`src/rtl/random_twinkle_fade_engine_assert.svh`:
```
// Assertion macros shared by the random twinkle fade engine RTL.
// Needs nothing but a clock and a reset signal in the using module.
`ifndef RANDOM_TWINKLE_FADE_ENGINE_ASSERT_SVH
`define RANDOM_TWINKLE_FADE_ENGINE_ASSERT_SVH

// Same-cycle implication: whenever ante holds, cons must hold too.
`define RTFE_ASSERT_IMP(label, clk, rst, ante, cons, msg) \
   label: assert property (@(posedge clk) disable iff (rst) (ante) |-> (cons)) \
      else $error(msg);

// Next-cycle implication: whenever ante holds, cons must hold on the next clock.
`define RTFE_ASSERT_NXT(label, clk, rst, ante, cons, msg) \
   label: assert property (@(posedge clk) disable iff (rst) (ante) |=> (cons)) \
      else $error(msg);

`endif

```
`src/rtl/rtfe_pkg.sv`:
```
// Types, constants and helper functions of the random twinkle fade engine.
// Used by the channel interfaces and by every RTL module of the block but rtfe_ram.
package rtfe_pkg;

   localparam int RAND_W    = 60;
   localparam int LED_IDX_W = 5;
   localparam int LEVEL_W   = 8;
   localparam int PCT_W     = 7;
   localparam int DENS_W    = 6;
   localparam int PERIOD_W  = 16;
   localparam int STEP_W    = 7;
   localparam int TRY_W     = 4;
   localparam int MAX_TRIES = 10;

   localparam int CSR_ADDR_W = 5;
   localparam int CSR_DATA_W = 32;
   localparam int REG_IDX_W  = 3;

   localparam logic [REG_IDX_W-1:0] REG_ENABLE  = 3'd0;
   localparam logic [REG_IDX_W-1:0] REG_PEAK    = 3'd1;
   localparam logic [REG_IDX_W-1:0] REG_DENSITY = 3'd2;
   localparam logic [REG_IDX_W-1:0] REG_PERIOD  = 3'd3;
   localparam logic [REG_IDX_W-1:0] REG_STEP    = 3'd4;

   localparam logic [PERIOD_W-1:0] DEFAULT_PERIOD = 16'd40;
   localparam logic [STEP_W-1:0]   DEFAULT_STEP   = 7'd6;
   localparam logic [PCT_W-1:0]    RESET_PCT      = 7'd100;
   localparam logic [LEVEL_W-1:0]  RESET_PEAK     = 8'd255;
   localparam logic [PERIOD_W-1:0] TICK_MAX       = 16'hFFFF;

   // Effective configuration as seen by the frame engine.
   typedef struct packed {
      logic                enable;
      logic [LEVEL_W-1:0]  peak;
      logic [DENS_W-1:0]   density;
      logic [PERIOD_W-1:0] period;
      logic [STEP_W-1:0]   step;
   } cfg_type;

   // Per-item commands from the tick timer to the frame engine.
   typedef struct packed {
      logic start;
      logic restart;
   } ctl_type;

   // Peak level = pct * 255 / 100, truncated and saturated at 255.
   // The times-255 is a shift and subtract; the divide by 100 is a multiply
   // by ceil(2^19/100) = 5243, exact for every product below 2^15.
   function automatic logic [LEVEL_W-1:0] peak_from_percent(input logic [PCT_W-1:0] pct);
      logic [14:0] scaled;
      logic [27:0] prod;
      logic [8:0]  quo;
      scaled = {pct, 8'd0} - 15'(pct);
      prod   = 28'(scaled) * 28'd5243;
      quo    = prod[27:19];
      return (quo > 9'd255) ? 8'hFF : quo[7:0];
   endfunction

endpackage

```
`src/rtl/rtfe_if.sv`:
```
// Valid/ready channel interfaces for the input items and the result items.
// Depends on rtfe_pkg for the payload widths.
interface rtfe_req_if;
   import rtfe_pkg::*;
   logic              valid;
   logic              ready;
   logic              mode;
   logic [RAND_W-1:0] random_bits;
   modport source (output valid, mode, random_bits, input ready);
   modport sink   (input valid, mode, random_bits, output ready);
endinterface

interface rtfe_rsp_if;
   import rtfe_pkg::*;
   logic                 valid;
   logic                 ready;
   logic [LED_IDX_W-1:0] led_index;
   logic [LEVEL_W-1:0]   led_level;
   logic                 frame_last;
   modport source (output valid, led_index, led_level, frame_last, input ready);
   modport sink   (input valid, led_index, led_level, frame_last, output ready);
endinterface

```
`src/rtl/rtfe_ram.sv`:
```
// Generic single-port-write, single-port-read RAM with a registered read.
// No dependencies.
module rtfe_ram #(
   parameter int WIDTH = 16,
   parameter int DEPTH = 32
) (
   input  logic                     clock,
   input  logic                     we,
   input  logic [$clog2(DEPTH)-1:0] waddr,
   input  logic [WIDTH-1:0]         wdata,
   input  logic                     re,
   input  logic [$clog2(DEPTH)-1:0] raddr,
   output logic [WIDTH-1:0]         rdata
);
   logic [WIDTH-1:0] mem [DEPTH];
   logic [WIDTH-1:0] rdata_ff;

   always_ff @(posedge clock) begin
      if (we) begin
         mem[waddr] <= wdata;
      end
      if (re) begin
         rdata_ff <= mem[raddr];
      end
   end

   assign rdata = rdata_ff;
endmodule

```
`src/rtl/rtfe_csr.sv`:
```
// Configuration registers behind an APB-style write/read port.
// Depends on rtfe_pkg; hands the effective settings on as one struct.
module rtfe_csr (
   input  logic                                clock,
   input  logic                                reset,
   input  logic                                psel,
   input  logic                                penable,
   input  logic                                pwrite,
   input  logic [rtfe_pkg::CSR_ADDR_W-1:0]     paddr,
   input  logic [rtfe_pkg::CSR_DATA_W-1:0]     pwdata,
   output logic [rtfe_pkg::CSR_DATA_W-1:0]     prdata,
   output logic                                pready,
   output rtfe_pkg::cfg_type                   cfg
);
   import rtfe_pkg::*;

   logic                 enable_ff,  enable_in;
   logic [PCT_W-1:0]     pct_ff,     pct_in;
   logic [LEVEL_W-1:0]   peak_ff,    peak_in;
   logic [DENS_W-1:0]    density_ff, density_in;
   logic [PERIOD_W-1:0]  period_ff,  period_in;
   logic [STEP_W-1:0]    step_ff,    step_in;
   logic                 write_en;
   logic [REG_IDX_W-1:0] reg_sel;

   assign pready   = 1'b1;
   assign write_en = psel & penable & pwrite;
   assign reg_sel  = paddr[CSR_ADDR_W-1:2];

   always_comb begin
      enable_in  = enable_ff;
      pct_in     = pct_ff;
      peak_in    = peak_ff;
      density_in = density_ff;
      period_in  = period_ff;
      step_in    = step_ff;
      if (write_en) begin
         unique case (reg_sel)
            REG_ENABLE:  enable_in = pwdata[0];
            REG_PEAK: begin
               pct_in  = pwdata[PCT_W-1:0];
               peak_in = peak_from_percent(pwdata[PCT_W-1:0]);
            end
            REG_DENSITY: density_in = pwdata[DENS_W-1:0];
            REG_PERIOD:  period_in  = pwdata[PERIOD_W-1:0];
            REG_STEP:    step_in    = pwdata[STEP_W-1:0];
            default: ;
         endcase
      end
   end

   always_ff @(posedge clock) begin
      if (reset) begin
         enable_ff  <= 1'b0;
         pct_ff     <= RESET_PCT;
         peak_ff    <= RESET_PEAK;
         density_ff <= '0;
         period_ff  <= DEFAULT_PERIOD;
         step_ff    <= DEFAULT_STEP;
      end else begin
         enable_ff  <= enable_in;
         pct_ff     <= pct_in;
         peak_ff    <= peak_in;
         density_ff <= density_in;
         period_ff  <= period_in;
         step_ff    <= step_in;
      end
   end

   always_comb begin
      prdata = '0;
      unique case (reg_sel)
         REG_ENABLE:  prdata = CSR_DATA_W'(enable_ff);
         REG_PEAK:    prdata = CSR_DATA_W'(pct_ff);
         REG_DENSITY: prdata = CSR_DATA_W'(density_ff);
         REG_PERIOD:  prdata = CSR_DATA_W'(period_ff);
         REG_STEP:    prdata = CSR_DATA_W'(step_ff);
         default:     prdata = '0;
      endcase
   end

   // A zero period or step stands for the default value.
   assign cfg.enable  = enable_ff;
   assign cfg.peak    = peak_ff;
   assign cfg.density = density_ff;
   assign cfg.period  = (period_ff == '0) ? DEFAULT_PERIOD : period_ff;
   assign cfg.step    = (step_ff == '0) ? DEFAULT_STEP : step_ff;
endmodule

```
`src/rtl/rtfe_frame.sv`:
```
// Frame engine: LED level/delta memory, update pass, spawn tries, result register.
// Depends on rtfe_pkg, rtfe_rsp_if, rtfe_ram and the assertion macro header.
`include "random_twinkle_fade_engine_assert.svh"

module rtfe_frame #(
   parameter int LEDS        = 32,
   parameter int SPAWN_TRIES = 10
) (
   input  logic                        clock,
   input  logic                        reset,
   input  rtfe_pkg::cfg_type           cfg,
   input  rtfe_pkg::ctl_type           ctl,
   input  logic [rtfe_pkg::RAND_W-1:0] rand_bits,
   output logic                        busy,
   rtfe_rsp_if.source                  rsp
);
   import rtfe_pkg::*;

   localparam int IDX_W   = $clog2(LEDS);
   localparam int CNT_W   = $clog2(LEDS + 1);
   localparam int CMP_W   = (CNT_W > DENS_W) ? CNT_W : DENS_W;
   localparam int ENTRY_W = 2 * LEVEL_W;
   localparam int TRIES   = (SPAWN_TRIES < MAX_TRIES) ? SPAWN_TRIES : MAX_TRIES;

   localparam logic [CNT_W-1:0] LED_CNT   = CNT_W'(LEDS);
   localparam logic [CNT_W-1:0] LAST_LED  = CNT_W'(LEDS - 1);
   localparam logic [TRY_W-1:0] TRY_LIMIT = TRY_W'(TRIES);

   localparam logic [1:0] ST_IDLE = 2'd0;
   localparam logic [1:0] ST_UPD  = 2'd1;
   localparam logic [1:0] ST_SPRD = 2'd2;
   localparam logic [1:0] ST_SPCK = 2'd3;

   logic [1:0]           state_ff,    state_in;
   logic [CNT_W-1:0]     rd_idx_ff,   rd_idx_in;
   logic                 ex_valid_ff, ex_valid_in;
   logic [IDX_W-1:0]     ex_idx_ff,   ex_idx_in;
   logic                 ex_last_ff,  ex_last_in;
   logic                 rd_valid_ff, rd_valid_in;
   logic [CMP_W-1:0]     active_ff,   active_in;
   logic [TRY_W-1:0]     try_ff,      try_in;
   logic [RAND_W-1:0]    rb_ff,       rb_in;
   logic [IDX_W-1:0]     sp_idx_ff,   sp_idx_in;
   logic [LEDS-1:0]      valid_ff,    valid_in;

   logic                 rsp_valid_ff, rsp_valid_in;
   logic [LED_IDX_W-1:0] rsp_index_ff;
   logic [LEVEL_W-1:0]   rsp_level_ff;
   logic                 rsp_last_ff;

   logic                 ram_we, ram_re;
   logic [IDX_W-1:0]     ram_waddr, ram_raddr;
   logic [ENTRY_W-1:0]   ram_wdata, ram_q;

   logic                 out_free, ex_fire, issue, out_load;
   logic [LEVEL_W-1:0]   cur_level, new_level;
   logic [LEVEL_W-1:0]   cur_delta, new_delta;
   logic signed [9:0]    level_sum;
   logic [IDX_W-1:0]     spawn_idx;
   logic                 spawn_in_range, below_density;

   rtfe_ram #(.WIDTH(ENTRY_W), .DEPTH(LEDS)) u_ram (
      .clock (clock),
      .we    (ram_we),
      .waddr (ram_waddr),
      .wdata (ram_wdata),
      .re    (ram_re),
      .raddr (ram_raddr),
      .rdata (ram_q)
   );

   // An entry never written since the last restart reads as dark and idle.
   assign cur_level = rd_valid_ff ? ram_q[ENTRY_W-1:LEVEL_W] : '0;
   assign cur_delta = rd_valid_ff ? ram_q[LEVEL_W-1:0] : '0;

   assign level_sum = $signed({2'b00, cur_level}) + $signed({{2{cur_delta[7]}}, cur_delta});

   always_comb begin
      new_level = cur_level;
      new_delta = cur_delta;
      if (cur_delta != '0) begin
         if (level_sum >= $signed({2'b00, cfg.peak})) begin
            new_level = cfg.peak;
            new_delta = 8'd0 - {1'b0, cfg.step};
         end else if (level_sum <= 10'sd0) begin
            new_level = '0;
            new_delta = '0;
         end else begin
            new_level = level_sum[7:0];
         end
      end
   end

   assign out_free       = !rsp_valid_ff || rsp.ready;
   assign ex_fire        = ex_valid_ff && out_free;
   assign issue          = (state_ff == ST_UPD) && (rd_idx_ff < LED_CNT) &&
                           (!ex_valid_ff || out_free);
   assign spawn_idx      = rb_ff[IDX_W-1:0];
   assign spawn_in_range = CNT_W'(spawn_idx) < LED_CNT;
   assign below_density  = active_ff < CMP_W'(cfg.density);

   always_comb begin
      state_in    = state_ff;
      rd_idx_in   = rd_idx_ff;
      ex_valid_in = ex_valid_ff;
      ex_idx_in   = ex_idx_ff;
      ex_last_in  = ex_last_ff;
      rd_valid_in = rd_valid_ff;
      active_in   = active_ff;
      try_in      = try_ff;
      rb_in       = rb_ff;
      sp_idx_in   = sp_idx_ff;
      ram_re      = 1'b0;
      ram_raddr   = rd_idx_ff[IDX_W-1:0];
      ram_we      = 1'b0;
      ram_waddr   = ex_idx_ff;
      ram_wdata   = {new_level, new_delta};
      out_load    = 1'b0;
      unique case (state_ff)
         ST_IDLE: begin
            if (ctl.start) begin
               state_in  = ST_UPD;
               rd_idx_in = '0;
               active_in = '0;
               try_in    = '0;
               rb_in     = rand_bits;
            end
         end
         ST_UPD: begin
            // Reads run one LED ahead of the write-back, so the two never
            // touch the same entry in one cycle.
            if (ex_fire) begin
               out_load    = 1'b1;
               ex_valid_in = 1'b0;
               if (cur_delta != '0) begin
                  ram_we    = 1'b1;
                  active_in = active_ff + 1'b1;
               end
               if (ex_last_ff) begin
                  state_in = ST_SPRD;
               end
            end
            if (issue) begin
               ram_re      = 1'b1;
               ex_valid_in = 1'b1;
               ex_idx_in   = rd_idx_ff[IDX_W-1:0];
               ex_last_in  = (rd_idx_ff == LAST_LED);
               rd_valid_in = valid_ff[rd_idx_ff[IDX_W-1:0]];
               rd_idx_in   = rd_idx_ff + 1'b1;
            end
         end
         ST_SPRD: begin
            if ((try_ff < TRY_LIMIT) && below_density) begin
               try_in = try_ff + 1'b1;
               rb_in  = rb_ff >> IDX_W;
               if (spawn_in_range) begin
                  ram_re      = 1'b1;
                  ram_raddr   = spawn_idx;
                  rd_valid_in = valid_ff[spawn_idx];
                  sp_idx_in   = spawn_idx;
                  state_in    = ST_SPCK;
               end
            end else begin
               state_in = ST_IDLE;
            end
         end
         ST_SPCK: begin
            if ((cur_delta == '0) && (cur_level == '0)) begin
               ram_we    = 1'b1;
               ram_waddr = sp_idx_ff;
               ram_wdata = {{LEVEL_W{1'b0}}, {1'b0, cfg.step}};
               active_in = active_ff + 1'b1;
            end
            state_in = ST_SPRD;
         end
         default: state_in = ST_IDLE;
      endcase
   end

   always_comb begin
      valid_in = valid_ff;
      if (ctl.restart) begin
         valid_in = '0;
      end else if (ram_we) begin
         valid_in[ram_waddr] = 1'b1;
      end
   end

   assign rsp_valid_in = out_load || (rsp_valid_ff && !rsp.ready);

   always_ff @(posedge clock) begin
      if (reset) begin
         state_ff     <= ST_IDLE;
         rd_idx_ff    <= '0;
         ex_valid_ff  <= 1'b0;
         rd_valid_ff  <= 1'b0;
         active_ff    <= '0;
         try_ff       <= '0;
         valid_ff     <= '0;
         rsp_valid_ff <= 1'b0;
      end else begin
         state_ff     <= state_in;
         rd_idx_ff    <= rd_idx_in;
         ex_valid_ff  <= ex_valid_in;
         rd_valid_ff  <= rd_valid_in;
         active_ff    <= active_in;
         try_ff       <= try_in;
         valid_ff     <= valid_in;
         rsp_valid_ff <= rsp_valid_in;
      end
   end

   always_ff @(posedge clock) begin
      ex_idx_ff  <= ex_idx_in;
      ex_last_ff <= ex_last_in;
      rb_ff      <= rb_in;
      sp_idx_ff  <= sp_idx_in;
      if (out_load) begin
         rsp_index_ff <= LED_IDX_W'(ex_idx_ff);
         rsp_level_ff <= new_level;
         rsp_last_ff  <= ex_last_ff;
      end
   end

   assign busy           = (state_ff != ST_IDLE);
   assign rsp.valid      = rsp_valid_ff;
   assign rsp.led_index  = rsp_index_ff;
   assign rsp.led_level  = rsp_level_ff;
   assign rsp.frame_last = rsp_last_ff;

   `RTFE_ASSERT_IMP(a_rw_distinct, clock, reset, ram_we && ram_re,
                    ram_waddr != ram_raddr, "read and write hit one entry in one cycle")
   `RTFE_ASSERT_IMP(a_cmd_when_idle, clock, reset, ctl.start || ctl.restart,
                    state_ff == ST_IDLE, "frame command arrived while a frame runs")
   `RTFE_ASSERT_IMP(a_ex_in_update, clock, reset, ex_valid_ff,
                    state_ff == ST_UPD, "read data pending outside the update pass")
   `RTFE_ASSERT_NXT(a_last_result, clock, reset, ex_fire && ex_last_ff,
                    rsp_valid_ff && rsp_last_ff && (state_ff == ST_SPRD),
                    "last LED of the pass did not close the frame")
endmodule

```
`src/rtl/random_twinkle_fade_engine.sv`:
```
// Top level of the random twinkle fade engine: tick timer and block wiring.
// Depends on rtfe_pkg, rtfe_if, rtfe_csr and rtfe_frame.
//
// Each input transfer is a millisecond tick or a restart; a restart clears
// every LED level and delta and the frame timer, and a tick that does not
// run a frame is also taken and yields nothing. While enabled, the first
// tick after a restart runs a frame, and after that one frame runs every
// frame_period_ms ticks. A frame walks the LED memory once, one LED per
// cycle while the result side takes results, because the level/delta RAM
// has one read port; each LED's final level leaves as one result transfer
// in ascending order, the last one flagged by frame_last. After the walk
// come up to min(SPAWN_TRIES, MAX_TRIES) tries to start dark LEDs rising;
// a try that names a valid LED reads it, then checks it and writes it back,
// an out-of-range slice is skipped, and the tries end early once the
// density is met. No new input transfer is accepted until the frame is
// done. The random index slices come from the random_bits field, try t
// using the log2(LEDS)-bit slice at bit t*log2(LEDS).
// Registers are written at byte address 4*i over the APB-style port:
// ambient_enable, peak_percent, density, frame_period_ms, fade_step.
module random_twinkle_fade_engine #(
   parameter int LEDS        = 32,
   parameter int SPAWN_TRIES = 10
) (
   input  logic                            clock,
   input  logic                            reset,
   rtfe_req_if.sink                        req_ch,
   rtfe_rsp_if.source                      rsp_ch,
   input  logic                            psel,
   input  logic                            penable,
   input  logic                            pwrite,
   input  logic [rtfe_pkg::CSR_ADDR_W-1:0] paddr,
   input  logic [rtfe_pkg::CSR_DATA_W-1:0] pwdata,
   output logic [rtfe_pkg::CSR_DATA_W-1:0] prdata,
   output logic                            pready
);
   import rtfe_pkg::*;

   cfg_type             cfg;
   ctl_type             ctl;
   logic                busy;
   logic                accept;
   logic                frame_due;
   logic [PERIOD_W-1:0] ticks_sat;
   logic [PERIOD_W-1:0] ticks_ff, ticks_in;
   logic                pending_ff, pending_in;

   rtfe_csr u_csr (
      .clock   (clock),
      .reset   (reset),
      .psel    (psel),
      .penable (penable),
      .pwrite  (pwrite),
      .paddr   (paddr),
      .pwdata  (pwdata),
      .prdata  (prdata),
      .pready  (pready),
      .cfg     (cfg)
   );

   rtfe_frame #(.LEDS(LEDS), .SPAWN_TRIES(SPAWN_TRIES)) u_frame (
      .clock     (clock),
      .reset     (reset),
      .cfg       (cfg),
      .ctl       (ctl),
      .rand_bits (req_ch.random_bits),
      .busy      (busy),
      .rsp       (rsp_ch)
   );

   // Inputs are taken whenever no frame is in progress, even while the last
   // result of the previous frame still waits in the output register.
   assign req_ch.ready = !busy;
   assign accept       = req_ch.valid && req_ch.ready;

   // Ticks are counted whether or not the pattern is enabled, and the count
   // saturates instead of wrapping.
   assign ticks_sat = (ticks_ff == TICK_MAX) ? ticks_ff : ticks_ff + 1'b1;
   assign frame_due = cfg.enable && (pending_ff || (ticks_sat >= cfg.period));

   assign ctl.restart = accept && req_ch.mode;
   assign ctl.start   = accept && !req_ch.mode && frame_due;

   always_comb begin
      ticks_in   = ticks_ff;
      pending_in = pending_ff;
      if (ctl.restart) begin
         ticks_in   = '0;
         pending_in = 1'b1;
      end else if (accept) begin
         if (frame_due) begin
            ticks_in   = '0;
            pending_in = 1'b0;
         end else begin
            ticks_in = ticks_sat;
         end
      end
   end

   always_ff @(posedge clock) begin
      if (reset) begin
         ticks_ff   <= '0;
         pending_ff <= 1'b1;
      end else begin
         ticks_ff   <= ticks_in;
         pending_ff <= pending_in;
      end
   end
endmodule
```
`src/flat_wrapper.sv`:
```
// flat-port wrapper written by rule: the top's interface ports become plain ports
module random_twinkle_fade_engine_flat import rtfe_pkg::*;
#(
   parameter int LEDS        = 32,
   parameter int SPAWN_TRIES = 10
)
  (clock, reset, psel, penable, pwrite, paddr, pwdata, prdata, pready, req_ch_valid, req_ch_mode, req_ch_random_bits, req_ch_ready, rsp_ch_valid, rsp_ch_led_index, rsp_ch_led_level, rsp_ch_frame_last, rsp_ch_ready);
  rtfe_req_if req_ch_i ();
  rtfe_rsp_if rsp_ch_i ();
  input  logic clock;
  input  logic reset;
  input  logic psel;
  input  logic penable;
  input  logic pwrite;
  input  logic [rtfe_pkg::CSR_ADDR_W-1:0] paddr;
  input  logic [rtfe_pkg::CSR_DATA_W-1:0] pwdata;
  output logic [rtfe_pkg::CSR_DATA_W-1:0] prdata;
  output logic pready;
  input wire logic [$bits(req_ch_i.valid)-1:0] req_ch_valid;
  input wire logic [$bits(req_ch_i.mode)-1:0] req_ch_mode;
  input wire logic [$bits(req_ch_i.random_bits)-1:0] req_ch_random_bits;
  output wire logic [$bits(req_ch_i.ready)-1:0] req_ch_ready;
  output wire logic [$bits(rsp_ch_i.valid)-1:0] rsp_ch_valid;
  output wire logic [$bits(rsp_ch_i.led_index)-1:0] rsp_ch_led_index;
  output wire logic [$bits(rsp_ch_i.led_level)-1:0] rsp_ch_led_level;
  output wire logic [$bits(rsp_ch_i.frame_last)-1:0] rsp_ch_frame_last;
  input wire logic [$bits(rsp_ch_i.ready)-1:0] rsp_ch_ready;
  assign req_ch_i.valid = req_ch_valid;
  assign req_ch_i.mode = req_ch_mode;
  assign req_ch_i.random_bits = req_ch_random_bits;
  assign req_ch_ready = req_ch_i.ready;
  assign rsp_ch_valid = rsp_ch_i.valid;
  assign rsp_ch_led_index = rsp_ch_i.led_index;
  assign rsp_ch_led_level = rsp_ch_i.led_level;
  assign rsp_ch_frame_last = rsp_ch_i.frame_last;
  assign rsp_ch_i.ready = rsp_ch_ready;
  random_twinkle_fade_engine #(.LEDS(LEDS), .SPAWN_TRIES(SPAWN_TRIES)) u_core (.clock(clock), .reset(reset), .req_ch(req_ch_i), .rsp_ch(rsp_ch_i), .psel(psel), .penable(penable), .pwrite(pwrite), .paddr(paddr), .pwdata(pwdata), .prdata(prdata), .pready(pready));
endmodule
```
`config.mk`:
```
export PLATFORM = sky130hd
export DESIGN_NAME = random_twinkle_fade_engine_flat
export DESIGN_NICKNAME = d
export VERILOG_FILES = /design/src/rtl/rtfe_pkg.sv /design/src/rtl/rtfe_if.sv /design/src/rtl/rtfe_ram.sv /design/src/rtl/rtfe_csr.sv /design/src/rtl/rtfe_frame.sv /design/src/rtl/random_twinkle_fade_engine.sv /design/src/flat_wrapper.sv
export VERILOG_INCLUDE_DIRS = /design/src /design/src/rtl
export SDC_FILE = /design/constraint.sdc
export NUM_CORES = 1
export LEC_CHECK = 0
export BUFFER_PORTS_ARGS = -buffer_cell sky130_fd_sc_hd__buf_2
export CORE_UTILIZATION = 50
export DETAILED_ROUTE_END_ITERATION = 16
export PLACE_DENSITY = 0.67
export SLEW_MARGIN = 10
export SYNTH_ARGS = -nofsm -noshare
export SYNTH_HDL_FRONTEND = slang
export SYNTH_SLANG_ARGS = --single-unit
```
`constraint.sdc`:
```
create_clock -name clock -period 22.6 [get_ports clock]
set_clock_uncertainty 0.1 [all_clocks]
set_input_delay 2.26 -clock clock [delete_from_list [all_inputs] [get_ports clock]]
set_output_delay 2.26 -clock clock [all_outputs]
set_load 0.05 [all_outputs]
```
; Word-level counts from Yosys, hierarchy flattened
; Memory sizes are Yosys's and may differ from the RTL's. A register that Yosys moved wholly into a read port is not among the register bits.
; Index checks and enable logic that the tools add are counted.
[op_classes]
addsub = 7
n_mul = 1
div = 0
magnitude_cmp = 11
eq_ne = 16
shift = 0
n_mux = 60
n_bitwise = 3
n_reduce_logical = 49
[ops]
columns = operator, n
row1 = $mux 60, 2
row2 = $pmux 60 s2, 1
row3 = $mux 16, 5
row4 = $pmux 16 s5, 1
row5 = $mux 8, 9
row6 = $or 32x32->32, 1
row7 = $mux 6, 5
row8 = $mul 15x13->28 const B, 1
row9 = $mux 5, 4
row10 = $lt 5x6->1 const B, 3
row11 = $pmux 6 s3, 1
row12 = $reduce_and 2->1, 9
row13 = $add 16x1->16 const B, 1
row14 = $eq 16x16->1 const B, 1
row15 = $ge 16x16->1, 1
row16 = $logic_not 16->1, 1
row17 = $logic_not 8->1, 2
row18 = $mux 1, 16
row19 = $sub 15x7->15, 1
row20 = $add 6x1->6 const B, 2
row21 = $logic_and 1x1->1, 12
row22 = $pmux 6 s2, 1
row23 = $reduce_and 3->1, 4
row24 = $add 9x8->10, 1
row25 = 36 further kinds, 62
[totals]
regBits = 200
latch_bits = 0
mem_bits_rw = 512
mem_bits_ro = 0
wordCells = 171
mem_count = 1
[mem_list]
columns = memory, words, width, read_ports, rd_ports_with_merged_regs, wr, line
row1 = u_core.u_frame.u_ram.mem, 32, 16, 1, 1, 1, rtfe_ram.sv:15  ; logic [WIDTH-1:0] mem [DEPTH];

; Depth between registers and ports, before layout
; Gate-level depths: netlist (run 1).
[logic_depth]
word_depth = 10
depth_mapped = 28
mapped_depth_nobuf = 26

; By module
; From an unflattened synthesis (run 1), not the netlist that was laid out.
[hier_totals]
cells_unflattened = 2776
area_unflattened_um2 = 36356.1
[by_module_without_submodules]
columns = mod, instances, cells_each, area_each_um2
row1 = rtfe_ram, 1, 1143, 20694.8
row2 = rtfe_frame, 1, 682, 7737.4
row3 = rtfe_csr, 1, 752, 6426.2
row4 = random_twinkle_fade_engine, 1, 199, 1497.7

; Least setup slack after synthesis (run 1)
; OpenSTA, ideal clock, no wires.
[synth_timing]
kind = in2reg
startpoint = input port pwdata[5] in the netlist's numbering
endpoint = register u_core.u_csr.peak_ff[2]
arrival_time_ns = 9.214
t_required_ns = 22.378
setup_slack_ns = 13.164
path_stages = 23
cell_sequence = clkbuf_1 nor4_1 nor3b_1 o21ai_0 ha_1 inv_1 fa_1 inv_1 fa_1 fa_1 inv_1 fa_1 inv_1 ha_1 nand4_1 nor4b_1 o31ai_1 nand4_1 a2111oi_1 nor3_1 or4b_1 clkbuf_1 o32a_1
[synth_via]
elab_chain_len = 4
[synth_rtl]
columns = item, line
row1 = start: declaration, flat_wrapper.sv:16  ; input logic [rtfe_pkg::CSR_DATA_W-1:0] pwdata;
row2 = $sub 15x7->15 (*), rtfe_pkg.sv:53  ; scaled = {pct, 8'd0} - 15'(pct);
row3 = $mul 15x13->28 (*), rtfe_pkg.sv:54  ; prod = 28'(scaled) * 28'd5243;
row4 = $gt 9x8->1, rtfe_pkg.sv:56  ; return (quo > 9'd255) ? 8'hFF : quo[7:0];
row5 = $mux 8 (*), rtfe_pkg.sv:56
row6 = end signal: assignment, rtfe_csr.sv:63  ; peak_ff <= peak_in;
row7 = end: declaration, rtfe_csr.sv:19  ; logic [LEVEL_W-1:0] peak_ff, peak_in;
; Every way passes the cells marked *; elsewhere a longest branch is shown, timed or not.
; A chain may end at the register's enable or synchronous reset.

; Final worst setup path (run 1)
[layout_timing]
startpoint = input port pwdata[0] in the netlist's numbering
endpoint = register u_core.u_csr.peak_ff[2]
; The elaborated chain is that of the path after synthesis.

==> results.sh, run 1 <==
export IMPL_status="finished clean"
export IMPL_required_ns=23.00
export IMPL_slew_viol_final=0
export IMPL_ant_nets=0
export IMPL_syn_avg_cell_area_um2=12.9
export IMPL_cts_tree="built"
export IMPL_crit_top_cell="inv_1"
export IMPL_r2r_start="u_core.u_frame.rd_valid_ff$_SDFFE_PP0P_"
export IMPL_min_period_ns=9.04
export IMPL_postCtsSetupBuffers=0
export IMPL_wire_per_inst_um=22.1
export IMPL_io_buffers=118
export IMPL_yosysMostFrequentCell="edfxtp_1"
export IMPL_yosysTopAreaCell="edfxtp_1"
export IMPL_cts_sinks=728
export IMPL_grt_pass1_vias=22800
export IMPL_tns_ns=0
export IMPL_synth_commonest_cells="edfxtp_1 (613), mux2i_1 (286), nand2_1 (248)"
export IMPL_min_path_type="register to register"
export IMPL_rsz0062_at_grt="false"
export IMPL_ff2ff_setup_slack_ns=15.98
export IMPL_vias_per_cell=5.87
export IMPL_die_h_um=270
export IMPL_hpwl_um=57800
export IMPL_pwr_density_cell_nw_per_um2=86.0
export IMPL_cp_num_cells=26
export IMPL_timing_critical_path_buf_inv=7
export IMPL_power_frac_clock_pct=36.3
export IMPL_yosysSeqAreaShare_pct=57.6
export IMPL_critical_path_arrival_ns=9.44
export IMPL_synth_seq_cells=728
export IMPL_p_leak_nw=15.5
export IMPL_finalHoldViolations=0
export IMPL_core_area_um2=70600
export IMPL_cp_endpoint="u_core.u_csr.peak_ff[2]$_SDFFE_PP1P_"
export IMPL_ir_worst_vdd_uv=104
export IMPL_die_area_um2=73000
export IMPL_yosys_warnings=0
export IMPL_synth_edf_count=613
export IMPL_crit_start="pwdata[0]"
export IMPL_synth_flop_cell="edfxtp_1"
export IMPL_async_flop_share_pct=0
export IMPL_r2r_end="u_core.u_frame.u_ram.mem[12][10]$_DFFE_PP_"
export IMPL_cts_root_buf="clkbuf_16"
export IMPL_synth_top_area_share_pct=51.2
export IMPL_syn_cell_area_um2=36000
export IMPL_hold_start="u_core.pending_ff$_SDFFE_PP1P_"
export IMPL_final_setup_viol_count=0
export IMPL_clk_path_buf_depth=3
export IMPL_final_util_pct=56.9
export IMPL_drt_iter0_drc=1814
export IMPL_worstSetupPathType="primary input to register"
export IMPL_critPathMaxFanout=14
export IMPL_initial_core_util_pct=50.9
export IMPL_area_delta_synth_final_pct=11.7
export IMPL_power_frac_seq_pct=43.0
export IMPL_synth_cell_types=77
export IMPL_gr_total_overflow=0
export IMPL_gp_congestion=0.859
export IMPL_maxSlewHeadroom_pct=14.4
export IMPL_period_share_pct=40.0
export IMPL_synth_area_leaders="edfxtp_1 (51%), mux2i_1 (8.0%), dfxtp_1 (6.4%), ha_1 (5.1%), fa_1 (3.7%)"
export IMPL_setup_ws_ns=13.56
export IMPL_cpPeakStageDelay_ns=0.63
export IMPL_final_net_count=3232
export IMPL_max_freq_ghz=0.111
export IMPL_clk_latency_ns=0.63
export IMPL_reg2reg_depth=18
export IMPL_p_int_w=0.00248
export IMPL_ctsResizeCount=0
export IMPL_grt_pass1_wl_um=133000
export IMPL_cts_buffers_inserted=76
export IMPL_antenna_found_initial=1
export IMPL_ios=154
export IMPL_critPathTopFamily="adder cells"
export IMPL_endpoint_kind="register"
export IMPL_drt_total_wl_um=86400
export IMPL_critPathLaunchType="primary input"
export IMPL_cts_hold_buf=0
export IMPL_p_switching_w=0.000971
export IMPL_crit_slowest_cell="or4b_1"
export IMPL_die_width_um=270
export IMPL_p_comb_share_pct=20.8
export IMPL_drive_gt1_share_pct=14.3
export IMPL_path_clk_slew_ns=0.06
export IMPL_syn_inst=2795
export IMPL_grt_start_max_net_pins=85
export IMPL_p_sw_share_pct=28.1
export IMPL_drt_first_pass_iters=6
export IMPL_worst_pin_slew_ns=1.28
export IMPL_drcViolationCount=0
export IMPL_fp_row_count=97
export IMPL_htreeDepth=3
export IMPL_vias=23000
export IMPL_dpl_worst_slack_ns=12.93
export IMPL_maxCapViolCount=0
export IMPL_track_usage_pct=23.6
[power by group through the flow]
stage / combinational (W) / clock (W) / sequential (W)
global route: 0.000826 / 0.00133 / 0.00149
floorplan: 0.000542 / 0 / 0.00151
global placement: 0.000696 / 0 / 0.00151
finish: 0.000717 / 0.00125 / 0.00148
CTS: 0.000716 / 0.00127 / 0.00148
detailed placement: 0.000710 / 0 / 0.00151
[kinds of logic after synthesis]
kind of cell	count (synthesis)	share of synthesized area, %
mux	360	10.7
buf+inv	386	4.67
compound gates	434	8.74
flops	728	57.6
xor+xnor	40	0.974
other cells	2	0.0209
simple gates	630	8.38
fa+ha+maj	215	8.88
[area by class of cell]
class	instances	area (µm²)
fillers	5697	30500
flip-flops and latches	728	20700
multi-input cells	1696	13900
clock buffers	95	2050
well taps	940	1180
repair buffers	173	1000
inverters	237	890
clock inverters	42	468
diodes	1	2.50
[placed cells by master (no fill, tap or decap), types with 14 or more instances in the layout]
master / instances
clkbuf_16: 78
mux2_2: 59
fa_1: 67
a21oi_1: 80
mux2i_1: 285
conb_1: 17
nand3_1: 101
edfxtp_1: 613
nor3_2: 22
a211oi_1: 28
o21ai_0: 46
a21o_1: 30
nor2_1: 63
o221ai_1: 19
mux4_2: 15
inv_1: 236
nand2b_1: 14
o22ai_1: 31
a31oi_1: 31
o21a_1: 37
a32oi_1: 14
or3_1: 15
dfxtp_1: 115
a211oi_2: 14
nand2_1: 248
buf_2: 118
nor4_1: 32
ha_1: 147
nand4_1: 14
clkinv_2: 14
xnor2_1: 30
nor3_1: 36
and2_1: 24
buf_4: 55
[worst min-delay path by stage]
stage / slack [ns] / to / cells past startpoint
5_1_grt: 0.38 / u_core.u_frame.rsp.frame_last$_DFFE_PP_ / 0
4_1_cts: 0.36 / u_core.u_frame.rsp.frame_last$_DFFE_PP_ / 0
3_5_place_dp: 0.35 / u_core.u_frame.rsp.frame_last$_DFFE_PP_ / 0
3_3_place_gp: 0.34 / u_core.pending_ff$_SDFFE_PP1P_ / 2
6_report: 0.36 / u_core.pending_ff$_SDFFE_PP1P_ / 2
2_1_floorplan: 0.31 / u_core.u_frame.ex_idx_ff[2]$_DFFE_PP_ / 0
[registers in the layout, summed over array words and instances, names as in the netlist, 6 cells and up]
| register | count |
|---|---|
| u_core.u_csr.step_ff | 7 |
| u_core.u_csr.density_ff | 6 |
| u_core.u_csr.pct_ff | 7 |
| u_core.ticks_ff | 16 |
| u_core.u_frame.active_ff | 6 |
| u_core.u_frame.rsp.led_level | 8 |
| u_core.u_frame.rd_idx_ff | 6 |
| u_core.u_csr.period_ff | 16 |
| u_core.u_frame.valid_ff | 32 |
| u_core.u_csr.peak_ff | 8 |
| u_core.u_frame.u_ram.rdata | 16 |
| u_core.u_frame.u_ram.mem | 512 |
| u_core.u_frame.rb_ff | 60 |
[per-stage QoR]
stage,instances,cell area (µm²),power [W],hold slack (ns)
after floorplan,2810,36000,0.00205,0.306
after global placement,3774,37600,0.00221,0.340
after detailed placement,3774,37600,0.00222,0.352
after CTS,3911,40200,0.00347,0.363
after global routing,3911,40200,0.00364,0.384
final,3912,40200,0.00345,0.364
[worst min-delay path, delay by kind of cell (launching register included)]
family,cells,cell delay (ns)
flip-flops,1,0.32
AND/OR/NAND/NOR,2,0.10
[routing by layer]
layer	part of all wire [%]	vias up	GRT usage, %	wire length (µm)
met5	0.015	-	0	13
li1	-	10600	-	-
met3	6.7	119	3.49	5760
met2	47	800	38.2	40700
met4	2.1	2	6.65	1800
met1	44	11500	33.0	38200
(Power assumes the default switching activity.)
==> run 2: changes to the inputs <==
- PLACE_DENSITY: 0.67 -> 0.69
- clock period: 22.6 -> 8.09 ns (I/O delays scaled with it)
==> run 2 against run 1 <==
Against the previous run:
- non-clock buffer count up 2
- hold slack worse by 0.026 ns
- via count down 0.46%
- die area unchanged
- clock-buffer cell count rose by 7
- core utilization about the same
- global-route usage down 0.14 points
- largest cell class unchanged
- highest routed layer is now met4
==> results.sh, run 2 (synthesis gave the netlist of run 1 again) <==
export IMPL_p_leak_nw=15.4
export IMPL_hpwl_um=57400
export IMPL_rsz0062_at_grt="false"
export IMPL_grt_pass1_vias=22800
export IMPL_die_h_um=270
export IMPL_slew_viol_final=0
export IMPL_min_path_type="primary input to register"
export IMPL_vias=22900
export IMPL_cp_num_cells=23
export IMPL_worstSetupPathType="primary input to register"
export IMPL_maxSlewHeadroom_pct=12.0
export IMPL_final_common_cell="edfxtp_1"
export IMPL_cts_hold_buf=0
export IMPL_largest_reg_flops=512
export IMPL_largest_register="u_core.u_frame.u_ram.mem"
export IMPL_grt_util_met2_pct=39.5
export IMPL_worst_pin_slew_ns=1.32
export IMPL_ios=154
export IMPL_antenna_cells=0
export IMPL_r2r_end="u_core.u_frame.u_ram.mem[1][10]$_DFFE_PP_"
export IMPL_final_net_count=3233
export IMPL_drt_iter0_drc=1787
export IMPL_tns_ns=0
export IMPL_largestRegisters="u_core.u_frame.u_ram.mem x512, u_core.u_frame.rb_ff x60, u_core.u_frame.valid_ff x32"
export IMPL_grt_most_used_layer="met2"
export IMPL_dp_cells=3776
export IMPL_maxCapViolCount=0
export IMPL_final_cell_mix="edfxtp_1 (613), mux2i_1 (285), nand2_1 (248)"
export IMPL_initial_core_util_pct=50.9
export IMPL_critPathMaxFanout=9
export IMPL_use_met3_pct=3.25
export IMPL_cts_tree="built"
export IMPL_path_clk_slew_ns=0.06
export IMPL_track_usage_pct=23.4
export IMPL_critical_path_arrival_ns=7.87
export IMPL_cpPeakStageDelay_ns=0.77
export IMPL_r2r_start="u_core.u_frame.rd_valid_ff$_SDFFE_PP0P_"
export IMPL_cts_sinks=728
export IMPL_die_area_um2=73000
export IMPL_clk_latency_ns=0.61
export IMPL_path_cells="buf_2, inv_1, nand2_1, or3_1, o21ai_0, inv_1, fa_1, inv_1, ha_1, fa_1, fa_1, inv_1, fa_1, inv_1, ha_1, nand4_1, nor4b_1, o31ai_1, nand4_1, a2111oi_1, nor3_1, or4b_1, o32a_1"
export IMPL_required_ns=8.49
export IMPL_core_area_um2=70600
export IMPL_ff2ff_setup_slack_ns=1.41
export IMPL_hold_depth=3
export IMPL_drt_total_wl_um=86300
export IMPL_max_freq_ghz=0.134
export IMPL_final_setup_viol_count=0
export IMPL_drt_first_pass_iters=5
export IMPL_postCtsSetupBuffers=0
export IMPL_critPathTopFamily="adder cells"
export IMPL_ant_nets=0
export IMPL_grt_pass1_wl_um=132000
export IMPL_die_width_um=270
export IMPL_gr_total_overflow=0
export IMPL_finalNonFillerCells=3914
export IMPL_drive_gt1_share_pct=14.2
export IMPL_grt_start_max_net_pins=85
export IMPL_dpl_worst_slack_ns=0.114
export IMPL_clk_path_buf_depth=3
export IMPL_critPathLaunchType="primary input"
export IMPL_io_buffers=118
export IMPL_cts_buffers_inserted=75
export IMPL_cts_root_buf="clkbuf_16"
export IMPL_hold_start="pwdata[7]"
export IMPL_setup_ws_ns=0.620
export IMPL_period_share_pct=92.3
export IMPL_timing_critical_path_buf_inv=6
export IMPL_htreeDepth=3
export IMPL_crit_start="pwdata[1]"
export IMPL_finalHoldViolations=0
export IMPL_vias_per_cell=5.84
export IMPL_reg2reg_depth=18
export IMPL_crit_top_cell="inv_1"
export IMPL_drcViolationCount=0
export IMPL_ctsResizeCount=0
export IMPL_area_delta_synth_final_pct=11.6
export IMPL_cp_endpoint="u_core.u_csr.peak_ff[2]$_SDFFE_PP1P_"
export IMPL_wire_per_inst_um=22.1
export IMPL_pwr_density_cell_nw_per_um2=239
export IMPL_crit_slowest_cell="o21ai_0"
export IMPL_status="finished clean"
export IMPL_endpoint_kind="register"
export IMPL_ir_worst_vdd_uv=291
export IMPL_use_met1_pct=31.8
export IMPL_antenna_found_initial=0
export IMPL_fp_row_count=97
export IMPL_gp_congestion=0.880
export IMPL_min_period_ns=7.47
-- run 2: worst reg2reg max path: stages, from the launching register on --
cell	delay [ns]
dfxtp_1	0.59
and2_1	0.35
ha_1	0.24
fa_1	0.41
a21o_1	0.21
a211oi_1	0.26
nor2_1	0.13
nor2_1	0.13
xor2_1	0.28
inv_1	0.10
ha_1	0.29
and3_1	0.17
nand3_1	0.07
o21bai_1	0.07
a221oi_1	0.51
o21ai_0	0.28
nor3_1	0.75
buf_4	0.30
a21o_1	0.99
-- run 2: power breakdown --
group          switching, W  total, W  internal [W]
Sequential        0.0000397   0.00415       0.00411
Combinational       0.00121   0.00199      0.000784
Clock               0.00142   0.00344       0.00202
-- run 2: area by class of cell --
| cell class | instances | area, µm² |
|---|---|---|
| fill | 5691 | 30500 |
| clock buffer | 102 | 2130 |
| timing repair buffer | 175 | 1030 |
| sequential | 728 | 20700 |
| inverter | 237 | 890 |
| tap | 940 | 1180 |
| clock inverter | 36 | 339 |
| multi-input combinational | 1696 | 13900 |
-- run 2: how the worst min path moves through the flow --
| stage | slack (ns) | endpoint |
|---|---|---|
| 6_report | 0.34 | u_core.u_csr.period_ff[7]$_SDFFE_PP0P_ |
| 5_1_grt | 0.34 | u_core.u_csr.period_ff[14]$_SDFFE_PP0P_ |
| 4_1_cts | 0.31 | u_core.u_csr.period_ff[14]$_SDFFE_PP0P_ |
| 3_5_place_dp | 0.34 | u_core.pending_ff$_SDFFE_PP1P_ |
| 3_3_place_gp | 0.33 | u_core.pending_ff$_SDFFE_PP1P_ |
| 2_1_floorplan | 0.31 | u_core.u_frame.ex_idx_ff[2]$_DFFE_PP_ |
-- run 2: metal layers --
| metal | share of wire (%) | wire [µm] | up-vias |
|---|---|---|---|
| met5 | 0 | 0 | - |
| met4 | 2.0 | 1700 | 0 |
| met3 | 6.4 | 5550 | 116 |
| met2 | 49 | 42000 | 796 |
| met1 | 43 | 37000 | 11400 |
| li1 | - | - | 10600 |
-- run 2: through the flow --
step / power, W / hold WS [ns] / instance area [µm²] / util (%)
global route: 0.0101 / 0.341 / 40100 / 56.8
global placement: 0.00616 / 0.334 / 37700 / 53.3
detailed placement: 0.00621 / 0.343 / 37700 / 53.3
CTS: 0.00964 / 0.313 / 40100 / 56.8
floorplan: 0.00573 / 0.306 / 36000 / -
finish: 0.00957 / 0.338 / 40100 / 56.8
==> run 3: changes to the inputs <==
- CORE_UTILIZATION: 50 -> 45
- PLACE_DENSITY: 0.69 -> default
==> run 3 against run 2 <==
Against the previous run:
- hold slack hardly changed
- fmax up 1.5%
- total power shrank 0.96%
- routed wire length grew 3.5%
- non-clock buffer count increased by 6
- critical path depth is the same
- clock-buffer cell count down 3
- critical path type unchanged
- critical endpoint unchanged
==> results.sh, run 3 (synthesis gave the netlist of run 1 again) <==
export IMPL_period_share_pct=91.0
export IMPL_endpoint_kind="register"
export IMPL_ir_worst_vdd_uv=197
export IMPL_slew_viol_final=0
export IMPL_gp_congestion=0.870
export IMPL_vias_per_cell=5.67
export IMPL_final_net_count=3240
export IMPL_cts_tree="built"
export IMPL_p_leak_nw=15.4
export IMPL_rsz0062_at_grt="false"
export IMPL_crit_top_cell="inv_1"
export IMPL_total_power_w=0.00948
export IMPL_grt_pass1_vias=22800
export IMPL_htreeDepth=3
export IMPL_ant_nets=0
export IMPL_io_buffers=118
export IMPL_track_usage_pct=22.0
export IMPL_drive_gt1_share_pct=14.3
export IMPL_vias=22900
export IMPL_pwr_density_cell_nw_per_um2=236
export IMPL_maxCapViolCount=0
export IMPL_largest_register="u_core.u_frame.u_ram.mem"
export IMPL_cts_hold_buf=0
export IMPL_wire_per_inst_um=22.2
export IMPL_antenna_found_initial=2
export IMPL_fp_row_count=103
export IMPL_clk_path_buf_depth=3
export IMPL_postCtsSetupBuffers=0
export IMPL_status="finished clean"
export IMPL_min_path_type="primary input to register"
export IMPL_area_delta_synth_final_pct=11.9
export IMPL_critPathMaxFanout=7
export IMPL_grt_pass1_wl_um=137000
export IMPL_core_area_um2=79000
export IMPL_drt_iter0_drc=1844
export IMPL_cts_buffers_inserted=76
export IMPL_worstSetupPathType="primary input to register"
export IMPL_tns_ns=0
export IMPL_cts_root_buf="clkbuf_16"
export IMPL_multi_input_area_um2=13800
export IMPL_critical_path_arrival_ns=7.77
export IMPL_maxSlewHeadroom_pct=12.3
export IMPL_die_width_um=285
export IMPL_final_cell_mix="edfxtp_1 (613), mux2i_1 (285), nand2_1 (248)"
export IMPL_cpPeakStageDelay_ns=0.77
export IMPL_final_setup_viol_count=0
export IMPL_final_common_cell="edfxtp_1"
export IMPL_gr_total_overflow=0
export IMPL_finalHoldViolations=0
export IMPL_path_cells="buf_2, inv_1, nand2_1, or3_1, o21ai_0, inv_1, fa_1, inv_1, ha_1, fa_1, fa_1, inv_1, fa_1, inv_1, ha_1, nand4_1, nor4b_1, o31ai_1, nand4_1, a2111oi_1, nor3_1, or4b_1, o32a_1"
export IMPL_initial_core_util_pct=45.5
export IMPL_fillers=6749
export IMPL_clk_latency_ns=0.64
export IMPL_worst_pin_slew_ns=1.32
export IMPL_seqCellArea_um2=20700
export IMPL_drt_total_wl_um=89300
export IMPL_min_period_ns=7.36
export IMPL_critPathLaunchType="primary input"
export IMPL_ctsResizeCount=0
export IMPL_crit_slowest_cell="o21ai_0"
export IMPL_ios=154
export IMPL_cts_sinks=728
export IMPL_grt_start_max_net_pins=138
export IMPL_drcViolationCount=0
export IMPL_largestRegisters="u_core.u_frame.u_ram.mem x512, u_core.u_frame.rb_ff x60, u_core.u_frame.valid_ff x32"
export IMPL_die_h_um=285
export IMPL_path_clk_slew_ns=0.06
export IMPL_drt_first_pass_iters=5
export IMPL_max_freq_ghz=0.136
export IMPL_die_area_um2=81000
export IMPL_hpwl_um=59000
export IMPL_required_ns=8.50
export IMPL_largest_reg_flops=512
[run 3: path summary, 6_finish.rpt]
check	start	endpoint	slack [ns]	cells after the start
hold / removal	pwdata[11]	u_core.u_csr.period_ff[11]$_SDFFE_PP0P_	0.34	3
setup reg to reg	u_core.u_frame.rd_valid_ff$_SDFFE_PP0P_	u_core.u_frame.u_ram.mem[8][10]$_DFFE_PP_	1.47	18
hold reg to reg	u_core.u_csr.pct_ff[3]$_SDFFE_PP0P_	u_core.u_csr.pct_ff[3]$_SDFFE_PP0P_	0.36	2
setup / recovery	pwdata[0]	u_core.u_csr.peak_ff[2]$_SDFFE_PP1P_	0.73	23
[run 3: final cells by class]
type,count,share of cell area (%)
diodes,1,0.00622
clock buffers,99,5.15
clock inverters,38,0.787
inverters,237,2.21
multi-input cells,1696,34.4
flip-flops and latches,728,51.5
well taps,1050,3.27
repair buffers,181,2.71
[run 3: metrics by stage]
| stage | std cells | area (µm²) | util, % | hold slack, ns | setup WS, ns |
|---|---|---|---|---|---|
| 3_5_place_dp | 3892 | 37800 | 47.9 | 0.346 | 0.0967 |
| 5_1_grt | 4029 | 40200 | 50.9 | 0.324 | 0.359 |
| 4_1_cts | 4029 | 40200 | 50.9 | 0.300 | 0.741 |
| 6_report | 4030 | 40200 | 50.9 | 0.338 | 0.730 |
| 3_3_place_gp | 3892 | 37800 | 47.9 | 0.336 | 0.224 |
| 2_1_floorplan | 2810 | 36000 | - | 0.306 | 0.105 |
[run 3: routing by layer]
layer | track usage, % | up-vias | share of wire, %
met3 | 3.27 | 111 | 5.4
li1 | - | 10600 | -
met1 | 30.2 | 11500 | 45
met4 | 5.93 | 0 | 1.9
met5 | 0 | - | 0
met2 | 36.4 | 658 | 48
[run 3: worst max-delay path: cells and delay by family]
kind	cells	cell delay [ns]
AO/OA/AOI/OAI	4	1.98
buffers and inverters	6	0.55
adder cells (fa/ha/maj)	6	2.70
AND/OR/NAND/NOR	7	1.71
[run 3: report_power, final]
group | total [W] | leakage [nW] | internal [W] | switching (W)
combinational | 0.00199 | 7.43 | 0.000786 | 0.00121
sequential | 0.00415 | 6.84 | 0.00411 | 0.0000394
clock | 0.00334 | 1.15 | 0.00189 | 0.00146
